File: src/hw/rtl/scancode_decoder_with_event_fifo_top_macros.svh
// Assertion macros shared by the scancode decoder RTL.
`ifndef SCANCODE_DECODER_WITH_EVENT_FIFO_TOP_MACROS_SVH
`define SCANCODE_DECODER_WITH_EVENT_FIFO_TOP_MACROS_SVH

// Check a property on every clock edge outside reset.
`define SCD_ASSERT(label, prop, msg) \
    label: assert property (@(posedge clk) disable iff (!rst_n) (prop)) else $error(msg);

// Check that a condition in one cycle implies another in the next cycle.
`define SCD_ASSERT_NEXT(label, ante, cons, msg) \
    label: assert property (@(posedge clk) disable iff (!rst_n) (ante) |=> (cons)) \
        else $error(msg);

`endif

File: src/hw/rtl/scd_pkg.sv
// Types, codes and layout tables for the scancode decoder.
package scd_pkg;

    localparam int MAX_RESULTS = 16;
    localparam int ROM_SIZE    = 59;
    localparam logic [3:0] PEND_MAX = 4'd15;

    localparam logic [1:0] FUNC_SCAN = 2'd0;
    localparam logic [1:0] FUNC_READ = 2'd1;
    localparam logic [1:0] FUNC_POLL = 2'd2;

    localparam logic [6:0] KEY_LSHIFT = 7'h2A;
    localparam logic [6:0] KEY_RSHIFT = 7'h36;
    localparam logic [6:0] KEY_CTRL   = 7'h1D;
    localparam logic [6:0] KEY_ALT    = 7'h38;
    localparam logic [6:0] KEY_CAPS   = 7'h3A;
    localparam logic [6:0] CAPS_LO    = 7'h10;
    localparam logic [6:0] CAPS_HI    = 7'h32;

    typedef struct packed {
        logic [1:0] func;
        logic [7:0] scan_code;
    } req_t;

    typedef struct packed {
        logic       has_event;
        logic       released;
        logic [6:0] key_code;
        logic [3:0] modifiers;
        logic [6:0] key_char;
        logic [3:0] pending;
        logic       last;
    } rsp_t;

    // One queued key event as stored in the ring memory.
    typedef struct packed {
        logic       released;
        logic [6:0] key_code;
        logic [3:0] modifiers;
        logic [6:0] key_char;
    } kev_t;

    typedef struct packed {
        logic push;
        kev_t kev;
    } key_push_t;

    localparam logic [6:0] ROM_PLAIN [0:ROM_SIZE-1] = '{
        7'h00, 7'h1B, 7'h31, 7'h32, 7'h33, 7'h34, 7'h35, 7'h36, 7'h37, 7'h38,
        7'h39, 7'h30, 7'h2D, 7'h3D, 7'h08,
        7'h09, 7'h71, 7'h77, 7'h65, 7'h72, 7'h74, 7'h79, 7'h75, 7'h69, 7'h6F,
        7'h70, 7'h5B, 7'h5D, 7'h0A,
        7'h00, 7'h61, 7'h73, 7'h64, 7'h66, 7'h67, 7'h68, 7'h6A, 7'h6B, 7'h6C,
        7'h3B, 7'h27, 7'h60,
        7'h00, 7'h5C, 7'h7A, 7'h78, 7'h63, 7'h76, 7'h62, 7'h6E, 7'h6D, 7'h2C,
        7'h2E, 7'h2F, 7'h00,
        7'h2A, 7'h00, 7'h20, 7'h00
    };

    localparam logic [6:0] ROM_SHIFT [0:ROM_SIZE-1] = '{
        7'h00, 7'h1B, 7'h21, 7'h40, 7'h23, 7'h24, 7'h25, 7'h5E, 7'h26, 7'h2A,
        7'h28, 7'h29, 7'h5F, 7'h2B, 7'h08,
        7'h09, 7'h51, 7'h57, 7'h45, 7'h52, 7'h54, 7'h59, 7'h55, 7'h49, 7'h4F,
        7'h50, 7'h7B, 7'h7D, 7'h0A,
        7'h00, 7'h41, 7'h53, 7'h44, 7'h46, 7'h47, 7'h48, 7'h4A, 7'h4B, 7'h4C,
        7'h3A, 7'h22, 7'h7E,
        7'h00, 7'h7C, 7'h5A, 7'h58, 7'h43, 7'h56, 7'h42, 7'h4E, 7'h4D, 7'h3C,
        7'h3E, 7'h3F, 7'h00,
        7'h2A, 7'h00, 7'h20, 7'h00
    };

    function automatic logic [6:0] key_char_lookup(input logic [6:0] code,
                                                   input logic use_shift);
        logic [6:0] ch;
        ch = 7'h00;
        if (code < 7'(ROM_SIZE)) begin
            ch = use_shift ? ROM_SHIFT[code[5:0]] : ROM_PLAIN[code[5:0]];
        end
        return ch;
    endfunction

endpackage

File: src/hw/rtl/scd_ram.sv
// Generic simple dual-port RAM with registered read data.
module scd_ram #(
    parameter int WIDTH = 19,
    parameter int DEPTH = 16
) (
    input  logic                     clk,
    input  logic                     we,
    input  logic [$clog2(DEPTH)-1:0] waddr,
    input  logic [WIDTH-1:0]         wdata,
    input  logic                     re,
    input  logic [$clog2(DEPTH)-1:0] raddr,
    output logic [WIDTH-1:0]         rdata
);

    logic [WIDTH-1:0] mem [0:DEPTH-1];
    logic [WIDTH-1:0] rdata_reg;

    always_ff @(posedge clk)
    begin
        if (we)
        begin
            mem[waddr] <= wdata;
        end
        if (re)
        begin
            rdata_reg <= mem[raddr];
        end
    end

    assign rdata = rdata_reg;

endmodule

File: src/hw/rtl/scd_keymap.sv
// Modifier tracking and scancode-to-event translation.
module scd_keymap
    import scd_pkg::*;
(
    input  logic      clk,
    input  logic      rst_n,
    input  logic      take,
    input  logic [7:0] scan_code,
    output key_push_t kp
);

    logic shift_reg, shift_next;
    logic ctrl_reg, ctrl_next;
    logic alt_reg, alt_next;
    logic caps_reg, caps_next;

    logic       rel;
    logic [6:0] code;
    logic       is_mod;
    logic       use_shift;

    assign rel  = scan_code[7];
    assign code = scan_code[6:0];

    always_comb
    begin
        shift_next = shift_reg;
        ctrl_next  = ctrl_reg;
        alt_next   = alt_reg;
        caps_next  = caps_reg;
        is_mod     = 1'b1;
        case (code)
            KEY_LSHIFT, KEY_RSHIFT: shift_next = !rel;
            KEY_CTRL:               ctrl_next  = !rel;
            KEY_ALT:                alt_next   = !rel;
            KEY_CAPS:               caps_next  = rel ? caps_reg : !caps_reg;
            default:                is_mod     = 1'b0;
        endcase
    end

    // Caps lock flips the shift choice on the letter rows only.
    assign use_shift = shift_reg ^ (caps_reg && code >= CAPS_LO && code <= CAPS_HI);

    always_comb
    begin
        kp.push          = take && !is_mod;
        kp.kev.released  = rel;
        kp.kev.key_code  = code;
        kp.kev.modifiers = {caps_reg, alt_reg, ctrl_reg, shift_reg};
        kp.kev.key_char  = key_char_lookup(code, use_shift);
    end

    always_ff @(posedge clk or negedge rst_n)
    begin
        if (!rst_n)
        begin
            shift_reg <= 1'b0;
            ctrl_reg  <= 1'b0;
            alt_reg   <= 1'b0;
            caps_reg  <= 1'b0;
        end
        else if (take)
        begin
            shift_reg <= shift_next;
            ctrl_reg  <= ctrl_next;
            alt_reg   <= alt_next;
            caps_reg  <= caps_next;
        end
    end

endmodule

File: src/hw/rtl/scancode_decoder_with_event_fifo_top.sv
// Top level: set-1 scancode decoder feeding a key event ring buffer.
//
// A scancode byte, unless it is a modifier key, is written into the event memory
// in the same cycle that it is taken; an event arriving with the ring full
// (QUEUE_DEPTH-1 entries) is dropped. A poll returns one transaction with the
// saturated pending count. A read fetches each event through the event memory's
// registered read, from issuing an address to forwarding its data, and holds
// while the result slot is busy; it returns up to min(READ_BURST, 16) events,
// the last one marked, or one empty transaction. The request side is stalled
// while a poll or read is in progress; results wait in an output register.
`include "scancode_decoder_with_event_fifo_top_macros.svh"

module scancode_decoder_with_event_fifo_top
    import scd_pkg::*;
#(
    parameter int QUEUE_DEPTH = 16,
    parameter int READ_BURST  = 16
) (
    input  logic clk,
    input  logic rst_n,
    input  logic req_valid,
    output logic req_stall,
    input  req_t req,
    output logic rsp_valid,
    input  logic rsp_stall,
    output rsp_t rsp
);

    localparam int PTR_W       = $clog2(QUEUE_DEPTH);
    localparam int BURST_LIMIT = (READ_BURST < MAX_RESULTS) ? READ_BURST : MAX_RESULTS;
    localparam int BURST_W     = $clog2(BURST_LIMIT) + 1;

    localparam logic [1:0] ST_IDLE    = 2'd0;
    localparam logic [1:0] ST_POLL    = 2'd1;
    localparam logic [1:0] ST_RD_ADDR = 2'd2;
    localparam logic [1:0] ST_RD_DATA = 2'd3;

    logic [1:0]         state_reg, state_next;
    logic [PTR_W-1:0]   wr_ptr_reg, wr_ptr_next;
    logic [PTR_W-1:0]   rd_ptr_reg, rd_ptr_next;
    logic [PTR_W-1:0]   count_reg, count_next;
    logic [BURST_W-1:0] burst_reg, burst_next;
    logic               rsp_valid_reg, rsp_valid_next;
    rsp_t               rsp_reg, rsp_next;

    logic      accept;
    logic      take_scan;
    logic      full;
    logic      out_free;
    logic      last_evt;
    logic      ram_we;
    logic      ram_re;
    kev_t      ram_rdata;
    key_push_t kp;
    logic [3:0] pending_sat;

    assign req_stall = (state_reg != ST_IDLE);
    assign accept    = req_valid && !req_stall;
    assign take_scan = accept && (req.func == FUNC_SCAN);
    assign full      = (count_reg == PTR_W'(QUEUE_DEPTH - 1));
    assign out_free  = !rsp_valid_reg || !rsp_stall;
    assign ram_we    = kp.push && !full;

    assign pending_sat = (32'(count_reg) > 32'(PEND_MAX)) ? PEND_MAX : 4'(count_reg);
    assign last_evt    = (count_reg == PTR_W'(1)) ||
                         (burst_reg == BURST_W'(BURST_LIMIT - 1));

    scd_keymap u_keymap (
        .clk       (clk),
        .rst_n     (rst_n),
        .take      (take_scan),
        .scan_code (req.scan_code),
        .kp        (kp)
    );

    scd_ram #(
        .WIDTH ($bits(kev_t)),
        .DEPTH (QUEUE_DEPTH)
    ) u_ram (
        .clk   (clk),
        .we    (ram_we),
        .waddr (wr_ptr_reg),
        .wdata (kp.kev),
        .re    (ram_re),
        .raddr (rd_ptr_reg),
        .rdata (ram_rdata)
    );

    always_comb
    begin
        state_next     = state_reg;
        wr_ptr_next    = wr_ptr_reg;
        rd_ptr_next    = rd_ptr_reg;
        count_next     = count_reg;
        burst_next     = burst_reg;
        rsp_next       = rsp_reg;
        rsp_valid_next = rsp_valid_reg && rsp_stall;
        ram_re         = 1'b0;

        if (ram_we)
        begin
            wr_ptr_next = (wr_ptr_reg == PTR_W'(QUEUE_DEPTH - 1)) ? '0
                                                                  : wr_ptr_reg + PTR_W'(1);
            count_next  = count_reg + PTR_W'(1);
        end

        case (state_reg)
            ST_IDLE:
            begin
                if (accept && req.func == FUNC_POLL)
                begin
                    state_next = ST_POLL;
                end
                else if (accept && req.func == FUNC_READ)
                begin
                    state_next = ST_RD_ADDR;
                    burst_next = '0;
                end
            end
            ST_POLL:
            begin
                if (out_free)
                begin
                    rsp_next         = '0;
                    rsp_next.pending = pending_sat;
                    rsp_next.last    = 1'b1;
                    rsp_valid_next   = 1'b1;
                    state_next       = ST_IDLE;
                end
            end
            ST_RD_ADDR:
            begin
                if (count_reg != '0)
                begin
                    ram_re     = 1'b1;
                    state_next = ST_RD_DATA;
                end
                else if (out_free)
                begin
                    rsp_next       = '0;
                    rsp_next.last  = 1'b1;
                    rsp_valid_next = 1'b1;
                    state_next     = ST_IDLE;
                end
            end
            ST_RD_DATA:
            begin
                // Hold the fetched entry in the RAM output until the result slot frees.
                if (out_free)
                begin
                    rsp_next.has_event = 1'b1;
                    rsp_next.released  = ram_rdata.released;
                    rsp_next.key_code  = ram_rdata.key_code;
                    rsp_next.modifiers = ram_rdata.modifiers;
                    rsp_next.key_char  = ram_rdata.key_char;
                    rsp_next.pending   = 4'd0;
                    rsp_next.last      = last_evt;
                    rsp_valid_next     = 1'b1;
                    rd_ptr_next = (rd_ptr_reg == PTR_W'(QUEUE_DEPTH - 1)) ? '0
                                                                          : rd_ptr_reg + PTR_W'(1);
                    count_next  = count_reg - PTR_W'(1);
                    burst_next  = burst_reg + BURST_W'(1);
                    state_next  = last_evt ? ST_IDLE : ST_RD_ADDR;
                end
            end
            default:
            begin
                state_next = ST_IDLE;
            end
        endcase
    end

    always_ff @(posedge clk or negedge rst_n)
    begin
        if (!rst_n)
        begin
            state_reg     <= ST_IDLE;
            wr_ptr_reg    <= '0;
            rd_ptr_reg    <= '0;
            count_reg     <= '0;
            burst_reg     <= '0;
            rsp_valid_reg <= 1'b0;
        end
        else
        begin
            state_reg     <= state_next;
            wr_ptr_reg    <= wr_ptr_next;
            rd_ptr_reg    <= rd_ptr_next;
            count_reg     <= count_next;
            burst_reg     <= burst_next;
            rsp_valid_reg <= rsp_valid_next;
        end
    end

    always_ff @(posedge clk)
    begin
        rsp_reg <= rsp_next;
    end

    assign rsp_valid = rsp_valid_reg;
    assign rsp       = rsp_reg;

    `SCD_ASSERT(a_count_ptrs, (count_reg == '0) == (wr_ptr_reg == rd_ptr_reg), "count disagrees with pointers")
    `SCD_ASSERT(a_no_rw_overlap, !(ram_we && ram_re), "event memory written and read together")
    `SCD_ASSERT(a_rd_nonempty, (state_reg != ST_RD_DATA) || (count_reg != '0), "read data state with empty ring")
    `SCD_ASSERT_NEXT(a_re_to_data, ram_re, state_reg == ST_RD_DATA, "memory read not followed by data state")

endmodule

File: config.mk
export PLATFORM = sky130hd
export DESIGN_NAME = scancode_decoder_with_event_fifo_top
export DESIGN_NICKNAME = d
export VERILOG_FILES = /design/src/hw/rtl/scd_pkg.sv /design/src/hw/rtl/scd_ram.sv /design/src/hw/rtl/scd_keymap.sv /design/src/hw/rtl/scancode_decoder_with_event_fifo_top.sv
export VERILOG_INCLUDE_DIRS = /design/src /design/src/hw/rtl
export SDC_FILE = /design/constraint.sdc
export NUM_CORES = 1
export LEC_CHECK = 0
export BUFFER_PORTS_ARGS = -buffer_cell sky130_fd_sc_hd__buf_2
export CORE_ASPECT_RATIO = 2
export CORE_MARGIN = 2
export CORE_UTILIZATION = 40
export CTS_BUF_LIST = sky130_fd_sc_hd__clkbuf_4 sky130_fd_sc_hd__clkbuf_8
export DETAILED_ROUTE_END_ITERATION = 10
export PLACE_DENSITY = 0.58
export RECOVER_POWER = 50
export SYNTH_ARGS = -nofsm -noshare
export SYNTH_HDL_FRONTEND = slang
export SYNTH_HIERARCHICAL = 1
export SYNTH_SLANG_ARGS = --single-unit
File: constraint.sdc
create_clock -name clk -period 4.8 [get_ports clk]
set_input_delay 0.48 -clock clk [delete_from_list [all_inputs] [get_ports clk]]
set_output_delay 0.48 -clock clk [all_outputs]
set_load 0.02 [all_outputs]
==> metrics.txt <==
Max transition margin=-0.491; first-pass iteration count of the detailed router=5; Switching Share=0.323; crit-path most repeated cell=clkbuf_1; vias in the first global route=between 9000 and 10000; Layout area overhead=11.5%; post-CTS setup buffers=0; CTS Root Cell=clkbuf_8; Placeable Area=a little under 40000 µm²; Vias/cell=5.58; Distinct cells, synth=72; fin util=0.453; HPWL after detailed placement=around 27 mm; critical path class=primary input to flop; dominant cell type by area after synthesis=edfxtp_1; Rows=around 100; first-pass GRT wire length=58.0 mm; Final ANT Viol Nets=0; Max Slew Vio Count=about 180; nets@finish=1031; top post-synthesis cells by count=edfxtp_1, mux4_2, nand2_1, a22oi_1, nor2_1; switching power=approximately 2.8 mW; number of synthesis warnings=6; main combinational cell family by area after synthesis=multiplexers; Yosys reg bits=372; ratio of cells with drive above 1 in the final layout=0.231; CP arrival=between 4 and 5 ns; Die Wd=approximately 140 µm; initial antenna violation count=1; Vert. Die Dim=about 280 µm; Critical Path Source Type=primary input; final setup TNS=0 ns; Simple-Gate Fraction of Synth Area=0.0641; Hold Startpoint=req_valid; worst slew pin tran=approximately 2.2 ns; Die ar.=41100 µm²; combinational share of power=0.243; starting density of the core=0.406; maximum VDD drop=between 0.0002 and 0.00025 V; xor/xnor cell area share of the yosys netlist=0.00714; clock buffer depth=3; FILL cells=approximately 3400; Residual DRC=0; register area share after synthesis=0.701; FF-to-FF End=u_ram/rdata[16]$_DFFE_PP_; Clk pin slew, worst setup/hold paths=roughly 0.060 ns; Hold Violations, Final=0; setup violators final=0; max FFs per register=approximately 300; wire per inst=~25 µm; Critical Path Source=req[5]; GRT overflow=0; failing checks=max-capacitance violations, max-slew violations; Tmin final=roughly 4 ns; Area contributors post-synth=edfxtp_1, mux4_2, dfrtp_1, a22oi_1, ha_1; CP Capture Point=u_ram/mem[5][5]$_DFFE_PP_; detailed-route via count=roughly 8700; Top FF cell, synth=edfxtp_1; post-synthesis mux area share=0.117; count leader, synth=edfxtp_1; r2r startpoint=rd_ptr_reg[0]$_DFFE_PN0P_; GPL Wtd Cong=about 0.90; clock sinks=around 370; RSZ-0062 raised after global routing=false; P_leak=between 5 and 6 nW; MaxCap Viol Count=5; GRT Overall Usage=0.196; CP Data Required Time=~5 ns; Clock Latency Late Sink=slightly above 0.6 ns; syn nets=approximately 950; Clk pwr share=0.272; Adder-Cell Fraction of Synth Area=0.0159; Synth top area share=0.663; Post-synth EDFFs=around 350; cts bufs inserted=50; complex-gate fraction of the synthesized area=0.0637; fin crit share=0.845; reg-to-reg slack, setup=about 0.84 ns; clock skew=a little under 0.03 ns; htree depth=2; asr flop ratio synth=0.0645; Power Dens Cells=~500 nW/µm²; clock tree from TritonCTS=done; cells along the critical path=clkbuf_1 -> clkbuf_1 -> nand2_1 -> o311ai_4 -> xnor2_1 -> a2111o_1 -> o31ai_1 -> clkbuf_1; status=finished with violations; HP Class=primary input to flop; Crit. End Element=flop; P_int=5.96 mW; Seq pwr share=0.485; FF-to-FF path depth=4; Ports=41; port bufs=40; largest net degree at the start of global routing=55; syn_area_per_cell=approximately 17 µm²; Mapped Area=approximately 16000 µm²; crit path max-delay cell type=clkbuf_1; final WL=about 39 mm; detailed router's first-iteration violation count=approximately 730; Crit Path Max Fanout=36; Largest stage delay, worst path=~1.3 ns; Synth Instances=approximately 900; Fmax achieved=~0.25 GHz
## kinds of logic after synthesis
kind of cell / after synthesis
buffers and inverters: 83
xor gates and xnor gates: 12
adders and majority gates: 20
AOI/OAI and AO/OA: 140
and+or+nand+nor: 198
DFF: 372
muxes: 88
## worst min path at each step
stage	end	slack, ns	cells after the start
after floorplan	burst_reg[0]$_DFFE_PN0P_	0.18	0
after global placement	rd_ptr_reg[1]$_DFFE_PN0P_	0.52	1
after detailed placement	burst_reg[4]$_DFFE_PN0P_	0.52	2
after CTS	state_reg[1]$_DFFE_PN0P_	0.14	3
after global routing	state_reg[1]$_DFFE_PN0P_	0.17	3
final	state_reg[1]$_DFFE_PN0P_	0.16	3
## per-stage QoR
stage,worst slack [ns],instance area [µm²],power [mW],std cells,hold WS (ns)
2_1_floorplan,0.378,15800,5.71,913,0.184
6_report,0.745,17600,8.80,1560,0.160
3_3_place_gp,1.12,16700,6.55,1464,0.522
5_1_grt,0.449,17600,9.20,1560,0.167
4_1_cts,1.12,17700,8.94,1559,0.142
3_5_place_dp,1.14,16700,6.56,1464,0.523
## final cells by class
cell class,instances,area [µm²],share of cell area
flip-flops and latches,372,11100,0.629
multi-input cells,458,4280,0.244
clock buffers,59,756,0.0430
well taps,520,651,0.0370
repair buffers,96,532,0.0302
clock inverters,35,233,0.0132
inverters,19,71.3,0.00406
diodes,1,2.50,0.000142
## layer usage
metal	vias up	GRT usage	wire [µm]
li1	3829	-	-
met1	4479	0.201	13000
met2	288	0.368	22100
met3	109	0.0245	1390
met4	0	0.122	2760
met5	-	0	0
## power by group through the flow
stage	combinational [mW]	sequential [mW]	clock [mW]
floorplan	1.51	4.21	0
global placement	2.19	4.35	0
detailed placement	2.21	4.35	0
CTS	2.21	4.28	2.44
global route	2.30	4.32	2.58
finish	2.14	4.27	2.39
## what timing repair did
action                                 4_1_cts  5_1_grt
gates resized for setup                      0        0
endpoints found under the hold margin       24        0
hold buffers                                 1        0
## cells in the final DEF, fill, tap and decap left out, types with 4 or more instances in the layout
master    netlist  layout
inv_1          16      17
xor2_1          4       4
ha_1           20      20
nor3_2          0       4
a31oi_1        10      10
mux4_2         76      76
clkbuf_4        0       9
xnor2_1         7       7
nor2b_1         8       6
a211oi_1        9       9
clkbuf_8        6      50
dfrtp_1        24      23
clkbuf_1       22      47
clkinv_2        0      12
a22oi_1        39      39
a21oi_1        16      16
clkinv_1        1      16
buf_2          15       4
buf_4          13      42
edfxtp_1      348     348
nand3_1        17      17
o21ai_0        21      22
nand2b_1        9       9
a311oi_1        5       5
nand2_1        56      59
and3_1         23      23
nor2_2          2      14
mux2i_1         9       9
nor2_1         35      23
o31ai_1         5       5
nor3_1         14      10
a221oi_1        4       4
## critical path: cells and delay by family
family | cells | cell delay, ns
XOR/XNOR | 1 | 0.23
buffers and inverters | 3 | 2.12
AND/OR/NAND/NOR | 1 | 0.58
AO/OA/AOI/OAI | 3 | 0.88
No activity file was read; power rests on OpenSTA's default activity.
